File: src/rtl/core/i2ctrb_pkg.sv
`timescale 1ns / 1ps

package i2ctrb_pkg;

   localparam int BANK_DEPTH_DEF = 256;
   localparam int BYTE_W         = 8;
   localparam int MODE_W         = 3;
   localparam int RSP_W          = 2;
   localparam int LEN_W          = 9;

   localparam logic [LEN_W-1:0] BANK_LEN_RESET = 9'd256;

   localparam logic [MODE_W-1:0] MODE_ADDR_WR  = 3'd0;
   localparam logic [MODE_W-1:0] MODE_ADDR_RD  = 3'd1;
   localparam logic [MODE_W-1:0] MODE_STOP     = 3'd2;
   localparam logic [MODE_W-1:0] MODE_BYTE_RX  = 3'd3;
   localparam logic [MODE_W-1:0] MODE_BYTE_REQ = 3'd4;

   localparam logic [RSP_W-1:0] RSP_ACK  = 2'd0;
   localparam logic [RSP_W-1:0] RSP_NACK = 2'd1;
   localparam logic [RSP_W-1:0] RSP_NONE = 2'd2;

   typedef struct packed {
      logic              wr_en;
      logic              rd_en;
      logic [BYTE_W-1:0] addr;
      logic [BYTE_W-1:0] wdata;
      logic [RSP_W-1:0]  rsp;
   } step_ctl_type;

endpackage

File: src/rtl/core/i2ctrb_ram.sv
`timescale 1ns / 1ps

module i2ctrb_ram #(
   parameter int WIDTH = 8,
   parameter int DEPTH = 256,
   localparam int AW = (DEPTH > 1) ? $clog2(DEPTH) : 1
) (
   input  logic             clock,
   input  logic             wr_en,
   input  logic [AW-1:0]    wr_addr,
   input  logic [WIDTH-1:0] wr_data,
   input  logic             rd_en,
   input  logic [AW-1:0]    rd_addr,
   output logic [WIDTH-1:0] rd_data
);

   logic [WIDTH-1:0] mem_ff [DEPTH];
   logic [WIDTH-1:0] rd_data_ff;

   always_ff @(posedge clock) begin
      if (wr_en) begin
         mem_ff[wr_addr] <= wr_data;
      end
      if (rd_en) begin
         rd_data_ff <= mem_ff[rd_addr];
      end
   end

   assign rd_data = rd_data_ff;

endmodule

File: src/rtl/core/i2ctrb_step.sv
`timescale 1ns / 1ps

module i2ctrb_step
   import i2ctrb_pkg::*;
#(
   parameter int BANK_DEPTH = BANK_DEPTH_DEF
) (
   input  logic              clock,
   input  logic              reset,
   input  logic              item_go,
   input  logic [MODE_W-1:0] item_mode,
   input  logic              item_bus_error,
   input  logic [BYTE_W-1:0] item_data_in,
   input  logic [LEN_W-1:0]  bank_length,
   output step_ctl_type      ctl
);

   localparam logic [2:0] PH_IDLE       = 3'd0;
   localparam logic [2:0] PH_READ       = 3'd1;
   localparam logic [2:0] PH_WRITE      = 3'd2;
   localparam logic [2:0] PH_WADDR      = 3'd3;
   localparam logic [2:0] PH_WADDR_DONE = 3'd4;

   localparam logic [LEN_W-1:0] DEPTH_LIM = LEN_W'(BANK_DEPTH);

   logic [2:0]        phase_ff, phase_in;
   logic [BYTE_W-1:0] pointer_ff, pointer_in;
   logic [LEN_W-1:0]  limit;
   logic              in_range;
   logic              wr_hit, rd_hit;
   logic [RSP_W-1:0]  rsp;

   assign limit    = (bank_length > DEPTH_LIM) ? DEPTH_LIM : bank_length;
   assign in_range = {1'b0, pointer_ff} < limit;

   always_comb begin
      phase_in   = phase_ff;
      pointer_in = pointer_ff;
      rsp        = RSP_NACK;
      wr_hit     = 1'b0;
      rd_hit     = 1'b0;
      unique case (item_mode)
         MODE_ADDR_WR: begin
            if (item_bus_error) begin
               phase_in = PH_IDLE;
            end else begin
               phase_in = PH_WADDR;
               rsp      = RSP_ACK;
            end
         end
         MODE_ADDR_RD: begin
            if (item_bus_error) begin
               phase_in = PH_IDLE;
            end else if (phase_ff == PH_READ || phase_ff == PH_WADDR_DONE) begin
               phase_in = PH_READ;
               rsp      = RSP_ACK;
            end
         end
         MODE_STOP: begin
            rsp = RSP_NONE;
         end
         MODE_BYTE_RX: begin
            if (phase_ff == PH_WADDR) begin
               pointer_in = item_data_in;
               phase_in   = PH_WADDR_DONE;
               rsp        = RSP_ACK;
            end else if (phase_ff == PH_WADDR_DONE || phase_ff == PH_WRITE) begin
               phase_in = PH_WRITE;
               if (in_range) begin
                  wr_hit     = 1'b1;
                  pointer_in = pointer_ff + 8'd1;
                  rsp        = RSP_ACK;
               end
            end
         end
         MODE_BYTE_REQ: begin
            if (phase_ff == PH_READ && in_range) begin
               rd_hit     = 1'b1;
               pointer_in = pointer_ff + 8'd1;
               rsp        = RSP_ACK;
            end
         end
         default: begin
            rsp = RSP_NACK;
         end
      endcase
   end

   always_ff @(posedge clock) begin
      if (reset) begin
         phase_ff   <= PH_IDLE;
         pointer_ff <= '0;
      end else if (item_go) begin
         phase_ff   <= phase_in;
         pointer_ff <= pointer_in;
      end
   end

   assign ctl.wr_en = item_go && wr_hit;
   assign ctl.rd_en = item_go && rd_hit;
   assign ctl.addr  = pointer_ff;
   assign ctl.wdata = item_data_in;
   assign ctl.rsp   = rsp;

endmodule

File: src/rtl/core/i2c_target_register_bank.sv
`timescale 1ns / 1ps
// An accepted request transaction moves through the s1 stage, the s2 stage and the result registers to its result.
// Throughput: one transaction per cycle while the result side does not stall.
// The pipeline advances as a whole; rsp_stall on a held result freezes every stage.
// Reset (synchronous): phase idle, pointer 0, bank length 256, all entry valid
// bits cleared so every register reads as zero until written; req_stall held high.

module i2c_target_register_bank
   import i2ctrb_pkg::*;
#(
   parameter int BANK_DEPTH = BANK_DEPTH_DEF
) (
   input  logic              clock,
   input  logic              reset,
   input  logic              csr_wr_en,
   input  logic [LEN_W-1:0]  csr_wr_data,
   input  logic              req_valid,
   output logic              req_stall,
   input  logic [MODE_W-1:0] req_mode,
   input  logic              req_bus_error,
   input  logic [BYTE_W-1:0] req_data_in,
   output logic              rsp_valid,
   input  logic              rsp_stall,
   output logic [RSP_W-1:0]  rsp_response,
   output logic [BYTE_W-1:0] rsp_data_out
);

   localparam int AW = (BANK_DEPTH > 1) ? $clog2(BANK_DEPTH) : 1;

   logic [LEN_W-1:0]  bank_length_ff;
   logic              advance;

   logic              s1_valid_ff;
   logic [MODE_W-1:0] s1_mode_ff;
   logic              s1_bus_error_ff;
   logic [BYTE_W-1:0] s1_data_ff;

   step_ctl_type      ctl;
   logic [AW-1:0]     idx;
   logic [BANK_DEPTH-1:0] vld_ff;

   logic              s2_valid_ff;
   logic [RSP_W-1:0]  s2_rsp_ff;
   logic              s2_rd_ff;
   logic              s2_vld_ff;
   logic [BYTE_W-1:0] ram_q;

   logic              rsp_valid_ff;
   logic [RSP_W-1:0]  rsp_response_ff;
   logic [BYTE_W-1:0] rsp_data_out_ff;

   assign advance   = !rsp_valid_ff || !rsp_stall;
   assign req_stall = reset || !advance;

   always_ff @(posedge clock) begin
      if (reset) begin
         bank_length_ff <= BANK_LEN_RESET;
      end else if (csr_wr_en) begin
         bank_length_ff <= csr_wr_data;
      end
   end

   always_ff @(posedge clock) begin
      if (reset) begin
         s1_valid_ff <= 1'b0;
      end else if (advance) begin
         s1_valid_ff <= req_valid;
      end
   end

   always_ff @(posedge clock) begin
      if (advance) begin
         s1_mode_ff      <= req_mode;
         s1_bus_error_ff <= req_bus_error;
         s1_data_ff      <= req_data_in;
      end
   end

   i2ctrb_step #(
      .BANK_DEPTH (BANK_DEPTH)
   ) u_step (
      .clock          (clock),
      .reset          (reset),
      .item_go        (advance && s1_valid_ff),
      .item_mode      (s1_mode_ff),
      .item_bus_error (s1_bus_error_ff),
      .item_data_in   (s1_data_ff),
      .bank_length    (bank_length_ff),
      .ctl            (ctl)
   );

   assign idx = ctl.addr[AW-1:0];

   i2ctrb_ram #(
      .WIDTH (BYTE_W),
      .DEPTH (BANK_DEPTH)
   ) u_ram (
      .clock   (clock),
      .wr_en   (ctl.wr_en),
      .wr_addr (idx),
      .wr_data (ctl.wdata),
      .rd_en   (ctl.rd_en),
      .rd_addr (idx),
      .rd_data (ram_q)
   );

   always_ff @(posedge clock) begin
      if (reset) begin
         vld_ff <= '0;
      end else if (ctl.wr_en) begin
         vld_ff[idx] <= 1'b1;
      end
   end

   always_ff @(posedge clock) begin
      if (reset) begin
         s2_valid_ff <= 1'b0;
      end else if (advance) begin
         s2_valid_ff <= s1_valid_ff;
      end
   end

   always_ff @(posedge clock) begin
      if (advance) begin
         s2_rsp_ff <= ctl.rsp;
         s2_rd_ff  <= ctl.rd_en;
         s2_vld_ff <= ctl.rd_en && vld_ff[idx];
      end
   end

   always_ff @(posedge clock) begin
      if (reset) begin
         rsp_valid_ff <= 1'b0;
      end else if (advance) begin
         rsp_valid_ff <= s2_valid_ff;
      end
   end

   always_ff @(posedge clock) begin
      if (advance) begin
         rsp_response_ff <= s2_rsp_ff;
         rsp_data_out_ff <= (s2_rd_ff && s2_vld_ff) ? ram_q : '0;
      end
   end

   assign rsp_valid    = rsp_valid_ff;
   assign rsp_response = rsp_response_ff;
   assign rsp_data_out = rsp_data_out_ff;

   assert property (@(posedge clock) disable iff (reset)
      rsp_valid_ff && rsp_data_out_ff != '0 |-> rsp_response_ff == RSP_ACK)
      else $error("nonzero data on a result that is not an ack");

   assert property (@(posedge clock) disable iff (reset)
      !(ctl.wr_en && ctl.rd_en))
      else $error("bank write and read issued for one transaction");

   assert property (@(posedge clock) disable iff (reset)
      ctl.wr_en |=> vld_ff[$past(idx)])
      else $error("written entry not marked valid");

   assert property (@(posedge clock) disable iff (reset)
      rsp_valid_ff |-> (rsp_response_ff == RSP_ACK || rsp_response_ff == RSP_NACK ||
                        rsp_response_ff == RSP_NONE))
      else $error("undefined response code");

endmodule
File: config.mk
export PLATFORM = sky130hd
export DESIGN_NAME = i2c_target_register_bank
export DESIGN_NICKNAME = d
export VERILOG_FILES = /design/src/rtl/core/i2ctrb_pkg.sv /design/src/rtl/core/i2ctrb_ram.sv /design/src/rtl/core/i2ctrb_step.sv /design/src/rtl/core/i2c_target_register_bank.sv
export SDC_FILE = /design/constraint.sdc
export NUM_CORES = 2
export LEC_CHECK = 0
export BUFFER_PORTS_ARGS = -buffer_cell sky130_fd_sc_hd__buf_4
export CORE_MARGIN = 2
export CORE_UTILIZATION = 55
export CTS_CLUSTER_SIZE = 25
export DETAILED_ROUTE_END_ITERATION = 7
export PLACE_DENSITY = 0.71
export SLEW_MARGIN = 20
export SYNTH_ARGS = -nofsm -noshare
export SYNTH_HDL_FRONTEND = slang
export SYNTH_HIERARCHICAL = 1
export SYNTH_SLANG_ARGS = --single-unit
File: constraint.sdc
create_clock -name clock -period 5.3 [get_ports clock]
set_clock_uncertainty 0.2 [all_clocks]
set_input_delay 0 -clock clock [delete_from_list [all_inputs] [get_ports clock]]
set_output_delay 0 -clock clock [all_outputs]
set_load 0.02 [all_outputs]
## Word level (Yosys, flattened, before mapping)

Memory sizes are Yosys's and may differ from the RTL's. A register that Yosys moved wholly into a read port is not among the register bits.
Index checks and enable logic that the tools add are counted.

| storage, ports and cells | value |
|---|---|
| register bits after elaboration | 305 |
| memory bits (writable) | 2048 |
| bits in read-only memories | 0 |
| output and inout port bits | 12 |
| word-level logic and storage cells | 85 |
| memories kept | 1 |
| bits of input ports | 26 |
| latch bits | 0 |

Memory list:

| name | words | width | read ports | clocked after Yosys merged registers in | wr ports | line | text |
|---|---|---|---|---|---|---|---|
| u_ram.mem_ff | 256 | 8 | 1 | 1 | 1 | i2ctrb_ram.sv:17 | `logic [WIDTH-1:0] mem_ff [DEPTH];` |

| cells by class | value |
|---|---|
| magnitude comparators | 4 |
| divide/modulo/power cells | 0 |
| bitwise gates (word level) | 1 |
| shift-type cells | 0 |
| equality and inequality tests | 12 |
| multiply operators | 0 |
| reduce and logical (&&, ||, !) cells | 19 |
| add/subtract/negate cells | 1 |
| muxes and demuxes | 32 |

Operators with widths:

| kind | number |
|---|---|
| 256-bit OR | 1 |
| 8-bit 2-to-1 mux | 4 |
| 8-bit one-hot mux with 2 select lines | 1 |
| 1-bit 2-to-1 mux | 14 |
| 3-bit by 2-bit equality test with 1-bit output (second input constant) | 4 |
| 3-bit 2-to-1 mux | 4 |
| 2-bit one-hot mux with 5 select lines | 1 |
| 9-bit > comparator (second input constant) | 1 |
| 8-bit by 9-bit < comparator with 1-bit output | 1 |
| 8-bit by 9-bit < comparator with 1-bit output (second input constant) | 1 |
| 9-bit 2-to-1 mux | 1 |
| 3-bit one-hot mux with 3 select lines | 1 |
| 8-bit by 1-bit adder with 8-bit output (second input constant) | 1 |
| 1-bit binary-select mux with 8-bit select | 1 |
| 1-bit demux with 8-bit select | 1 |
| 8-bit by 1-bit >= comparator with 1-bit output (second input constant) | 1 |
| 2-bit 2-to-1 mux | 4 |
| 1-bit logical AND | 7 |
| 3-bit by 1-bit equality test with 1-bit output (second input constant) | 2 |
| 3-bit equality test (second input constant) | 2 |
| 3-bit by 1-bit != test with 1-bit output (second input constant) | 2 |
| 5-bit AND reduction | 1 |
| 1-bit logical OR | 4 |
| 4-bit AND reduction | 1 |
| 6 further kinds | 8 |

## Longest topological paths before layout

| depth | value |
|---|---|
| word-level depth | 10 |
| mapped depth | 14 |
| depth with buffers taken out | 10 |

## By module

The synthesis kept the hierarchy.

Modules (own cells, without submodules):

| module | times used | area an instance (µm²) | cells each | sequential area each (µm²) |
|---|---|---|---|---|
| i2ctrb_ram | 1 | 79636.4 | 3733 | 61739.2 |
| i2c_target_register_bank | 1 | 11310.8 | 1154 | 6145.9 |
| i2ctrb_step | 1 | 1158.6 | 152 | 220.2 |

## Least setup slack after synthesis

No wires, ideal clock.

| path | value |
|---|---|
| path type | reg2reg |
| from | register bank_length_ff[8] |
| to | memory u_ram.mem_ff[234][0], enable pin |
| arrival time | 3.572 ns |
| clock period less this slack | 4.142 ns |
| library setup time | 0.370 ns |
| required time | 4.730 ns |
| stages on the path, launching flop included | 14 |
| buffers on the path | 5 |
| slack | 1.158 ns |
| cell sequence | dfxtp_1 -> clkbuf_1 -> nand2b_1 -> ha_1 -> a21oi_1 -> o221ai_1 -> a41o_1 -> clkbuf_1 -> nor4_1 -> clkbuf_1 -> buf_1 -> nand3_1 -> clkbuf_1 -> nor2_1 |

RTL lines:

| item | line | text |
|---|---|---|
| start: declaration | i2c_target_register_bank.sv:30 | `logic [LEN_W-1:0] bank_length_ff;` |
| start signal: assignment | i2c_target_register_bank.sv:59 | `bank_length_ff <= csr_wr_data;` |
| end: declaration | i2ctrb_ram.sv:17 |  |

## Worst setup path in the final report

| path | value |
|---|---|
| from | register u_step.pointer_ff[0] |
| to | register u_ram.rd_data_ff[7], in the netlist u_ram/rd_data[7], read port of u_ram.mem_ff, data pin |

| on the way | value |
|---|---|
| cells in the longest elaborated chain, start to end | 5 |

RTL lines:

| item | line | text |
|---|---|---|
| start: declaration | i2ctrb_step.sv:27 | `logic [BYTE_W-1:0] pointer_ff, pointer_in;` |
| start signal: assignment | i2ctrb_step.sv:95 | `pointer_ff <= pointer_in;` |
| 8-bit by 9-bit < comparator with 1-bit output | i2ctrb_step.sv:34 | `assign in_range = {1'b0, pointer_ff} < limit;` |
| 1-bit logical AND | i2ctrb_step.sv:77 | `if (phase_ff == PH_READ && in_range) begin` |
| 1-bit 2-to-1 mux | i2ctrb_step.sv:77 |  |
| 1-bit 2-to-1 mux | i2ctrb_step.sv:42 | `unique case (item_mode)` |
| 1-bit logical AND | i2ctrb_step.sv:100 | `assign ctl.rd_en = item_go && rd_hit;` |
| end: declaration | i2ctrb_ram.sv:18 | `logic [WIDTH-1:0] rd_data_ff;` |

Parallel ways exist; a longest one is shown, timed or not.
A chain may end at the register's enable or synchronous reset.

==> metrics.txt <==
status finished clean; Crit. End Element register; RSZ-0062 raised after global routing no; CTS tree done; row count 150; FF+latch count, synth ~2400; LEAKAGE around 31 nW; Top-Level Pins 38; gr ovfl total 0; GR Layer Usage met2 roughly two fifths; period utilisation layout 83.12%; Final HPWL DP 135200 microns; Area Overhead vs Synth 11.91%; Chip Height 413.2 microns; routed wire length 225900 microns; largest net degree at the start of global routing roughly 180; initial antenna violation count 4; Placer Congestion just under 0.9; Layout Nets about 5200; clock latency on the worst-skew pair between 0.8 and 0.9 ns; min Tclk post-route 4.405 ns; critical path cell sequence buf_4, mux4_2, mux4_2, nor2_1, a2111oi_2, nor3_1, nor4_1; area post-placement ~95000 sq um; Vias between 50000 and 60000; setup ws final slightly below 0.9 ns; r2r startpoint u_step/pointer_ff[0]; slowest stage cell, crit path buf_4; Final Instance Area between 100000 and 150000 sq um; Die ar. roughly 170000 sq um; Cell Area, Synth a little over 90000 sq um; port buffer count 37; CTS sink cnt about 2400; Fmax between 200 and 250 MHz; hold path start reset; area share of the largest cell type after synthesis around 68%; Reg2Reg Setup Slack slightly below 0.9 ns; Reg clk slew, reported paths 0.06 ns; CTS Buffer Depth 3; r2r worst-path depth 7; worst hold slack approximately 0.15 ns; Avg Vias per Cell about 6.6; max cap viols 0; count leader, synth edfxtp_1; Max Slew Vio Count 0; M1 GR Usage between 30% and 40%; post-synth cell types 71; FILL cells ~11000; pre-CTS setup slack ~0.9 ns; Avg Cell Area, Syn roughly 18 sq um; Crit path required time between 5 and 6 ns; hold endpoint vld_ff[125]; area leader, netlist edfxtp_1; hold depth 3; share of post-route cells with drive strength above 1 between 20% and 30%; number of remaining DRC errors 0; Inst Count DP between 7000 and 8000; synth warn 6; die width between 400 and 500 microns; Multi-input gate area ~22000 sq um; vias in the first global route about 49000; Starting DRT DRC Count ~7400; M3 GR Usage 5.819%; CP max FO 42; Routed WL per cell around 30 microns; largest cells by area after synthesis edfxtp_1 (68%), mux4_2 (12%), dfxtp_1 (6.1%); worst hold path type in -> reg; final core utilization roughly three fifths; cts bufs inserted between 200 and 250; register area share after synthesis roughly three quarters; Setup CP Type reg -> reg; CP top delay family multiplexers; total global-route track usage 26.63%; number of synthesized flops with an enable pin 2082; Post-Syn Nets slightly above 5000; Mapped Cells just over 5000; Post-Layout Cell Count approximately 7600; Max-Slew Margin vs Limit between 20% and 30%; Worst Tran Pin Value approximately 1.1 ns; Final ANT Viol Nets 0; setup violators final 0; CP most frequent cell mux4_2; Power Total about 37 mW; Largest stage delay, worst path 0.79 ns; Top FF cell, synth edfxtp_1; first-pass GRT wire length ~330000 microns; clock root buffer clkbuf_16; Worst Path Arrival 4.79 ns; setup TNS 0 ns; Final Hold Vio Count 0; GR peak layer met2; Initial DRT Pass Iterations 6; RR Endpoint u_ram/rd_data[7]; fraction of registers with async set or reset after synthesis 0%; power per cell area 356.9 nW/um^2; starting density of the core between 50% and 60%; Resize count post-CTS 0; H-tree depth 4; Buf/Inv on CP 1; Post-synth top cells edfxtp_1 (2082), nor2_1 (581), mux4_2 (507); CP Launch Type register; core area ~170000 sq um; Peak supply drop approximately 0.33 mV; FF+latch area between 60000 and 70000 sq um
==> tightest hold or removal path: cells and delay by family <==
kind / cells / cell delay (ns)
AND/OR/NAND/NOR: 1 / 0.19
buffers and inverters: 2 / 0.93
==> layout make-up <==
cell class,instances,area share [%]
repair buffers,282,2.496
diodes,4,0.009711
inverters,17,0.06191
multi-input cells,2319,21.49
clock inverters,139,1.417
well taps,2204,2.675
flip-flops and latches,2361,66.09
clock buffers,279,5.756
==> how the worst max path moves through the flow <==
| stage | cells after the start | startpoint | endpoint | slack, ns |
|---|---|---|---|---|
| after detailed placement | 6 | u_step/pointer_ff[0] | u_ram/rd_data[5] | 0.91 |
| after global routing | 7 | u_step/pointer_ff[0] | u_ram/rd_data[7] | 0.78 |
| after global placement | 8 | u_step/pointer_ff[0] | u_ram/rd_data[0] | 0.89 |
| final | 7 | u_step/pointer_ff[0] | u_ram/rd_data[7] | 0.89 |
| after CTS | 7 | u_step/pointer_ff[0] | u_ram/rd_data[7] | 0.89 |
| after floorplan | 13 | bank_length_ff[8] | u_ram/mem_ff[234][0] | 1.16 |
==> report_power, final <==
group	leakage (nW)	switching (mW)	internal, mW
Combinational	6.75	0.396	0.105
Sequential	21.0	0.0261	20.3
Clock	3.61	6.90	9.09
==> per-layer routing <==
metal | part of all wire, % | routed length, microns
met5 | 0.015 | 35
met4 | 3.0 | 6688
met2 | 47 | 106300
met3 | 11 | 24320
met1 | 39 | 88600
==> placed cells by master, fill, tap and decap left out, types with 61 or more instances in the layout <==
cell           count
edfxtp_1        2082
nor2_1           575
mux4_2           507
a21oi_1          372
dfxtp_1          271
clkbuf_16        225
buf_4            190
mux2i_1          163
a22oi_1          139
dlygate4sd3_1     68
nand2_1           61
==> cell families (layout without fill, tap and decap cells) <==
group                    Yosys count  after routing  synth area share [%]
flip-flops                      2361           2361                 73.94
AND/OR/NAND/NOR                  892            892                 4.251
AO/OA/AOI/OAI                    739            739                 5.119
multiplexers                     679            679                 14.38
buffers and inverters            359            717                 2.190
adder cells (fa/ha/maj)            8              8                0.1087
XOR/XNOR                           1              1              0.009511
other                              0              4                     0
==> registers in the layout, indices dropped and copies added, names as in the netlist <==
signal and count:
s1_mode_ff 3, bank_length_ff 9, s1_data_ff 8, u_step/pointer_ff 8, rsp_valid 1, rsp_data_out 8, s2_rd_ff 1, u_ram/mem_ff 2048
s2_valid_ff 1, u_ram/rd_data 8, u_step/phase_ff 3, s1_bus_error_ff 1, vld_ff 256, s2_rsp_ff 2, s1_valid_ff 1, rsp_response 2
s2_vld_ff 1
==> timing repair <==
action | in CTS | in global routing
buffers inserted | 0 | 0
setup endpoints to repair | 0 | 0
hold endpoints to repair | 160 | 0
hold buffers | 68 | 0
Note: power is estimated with default switching activity, not from simulation.
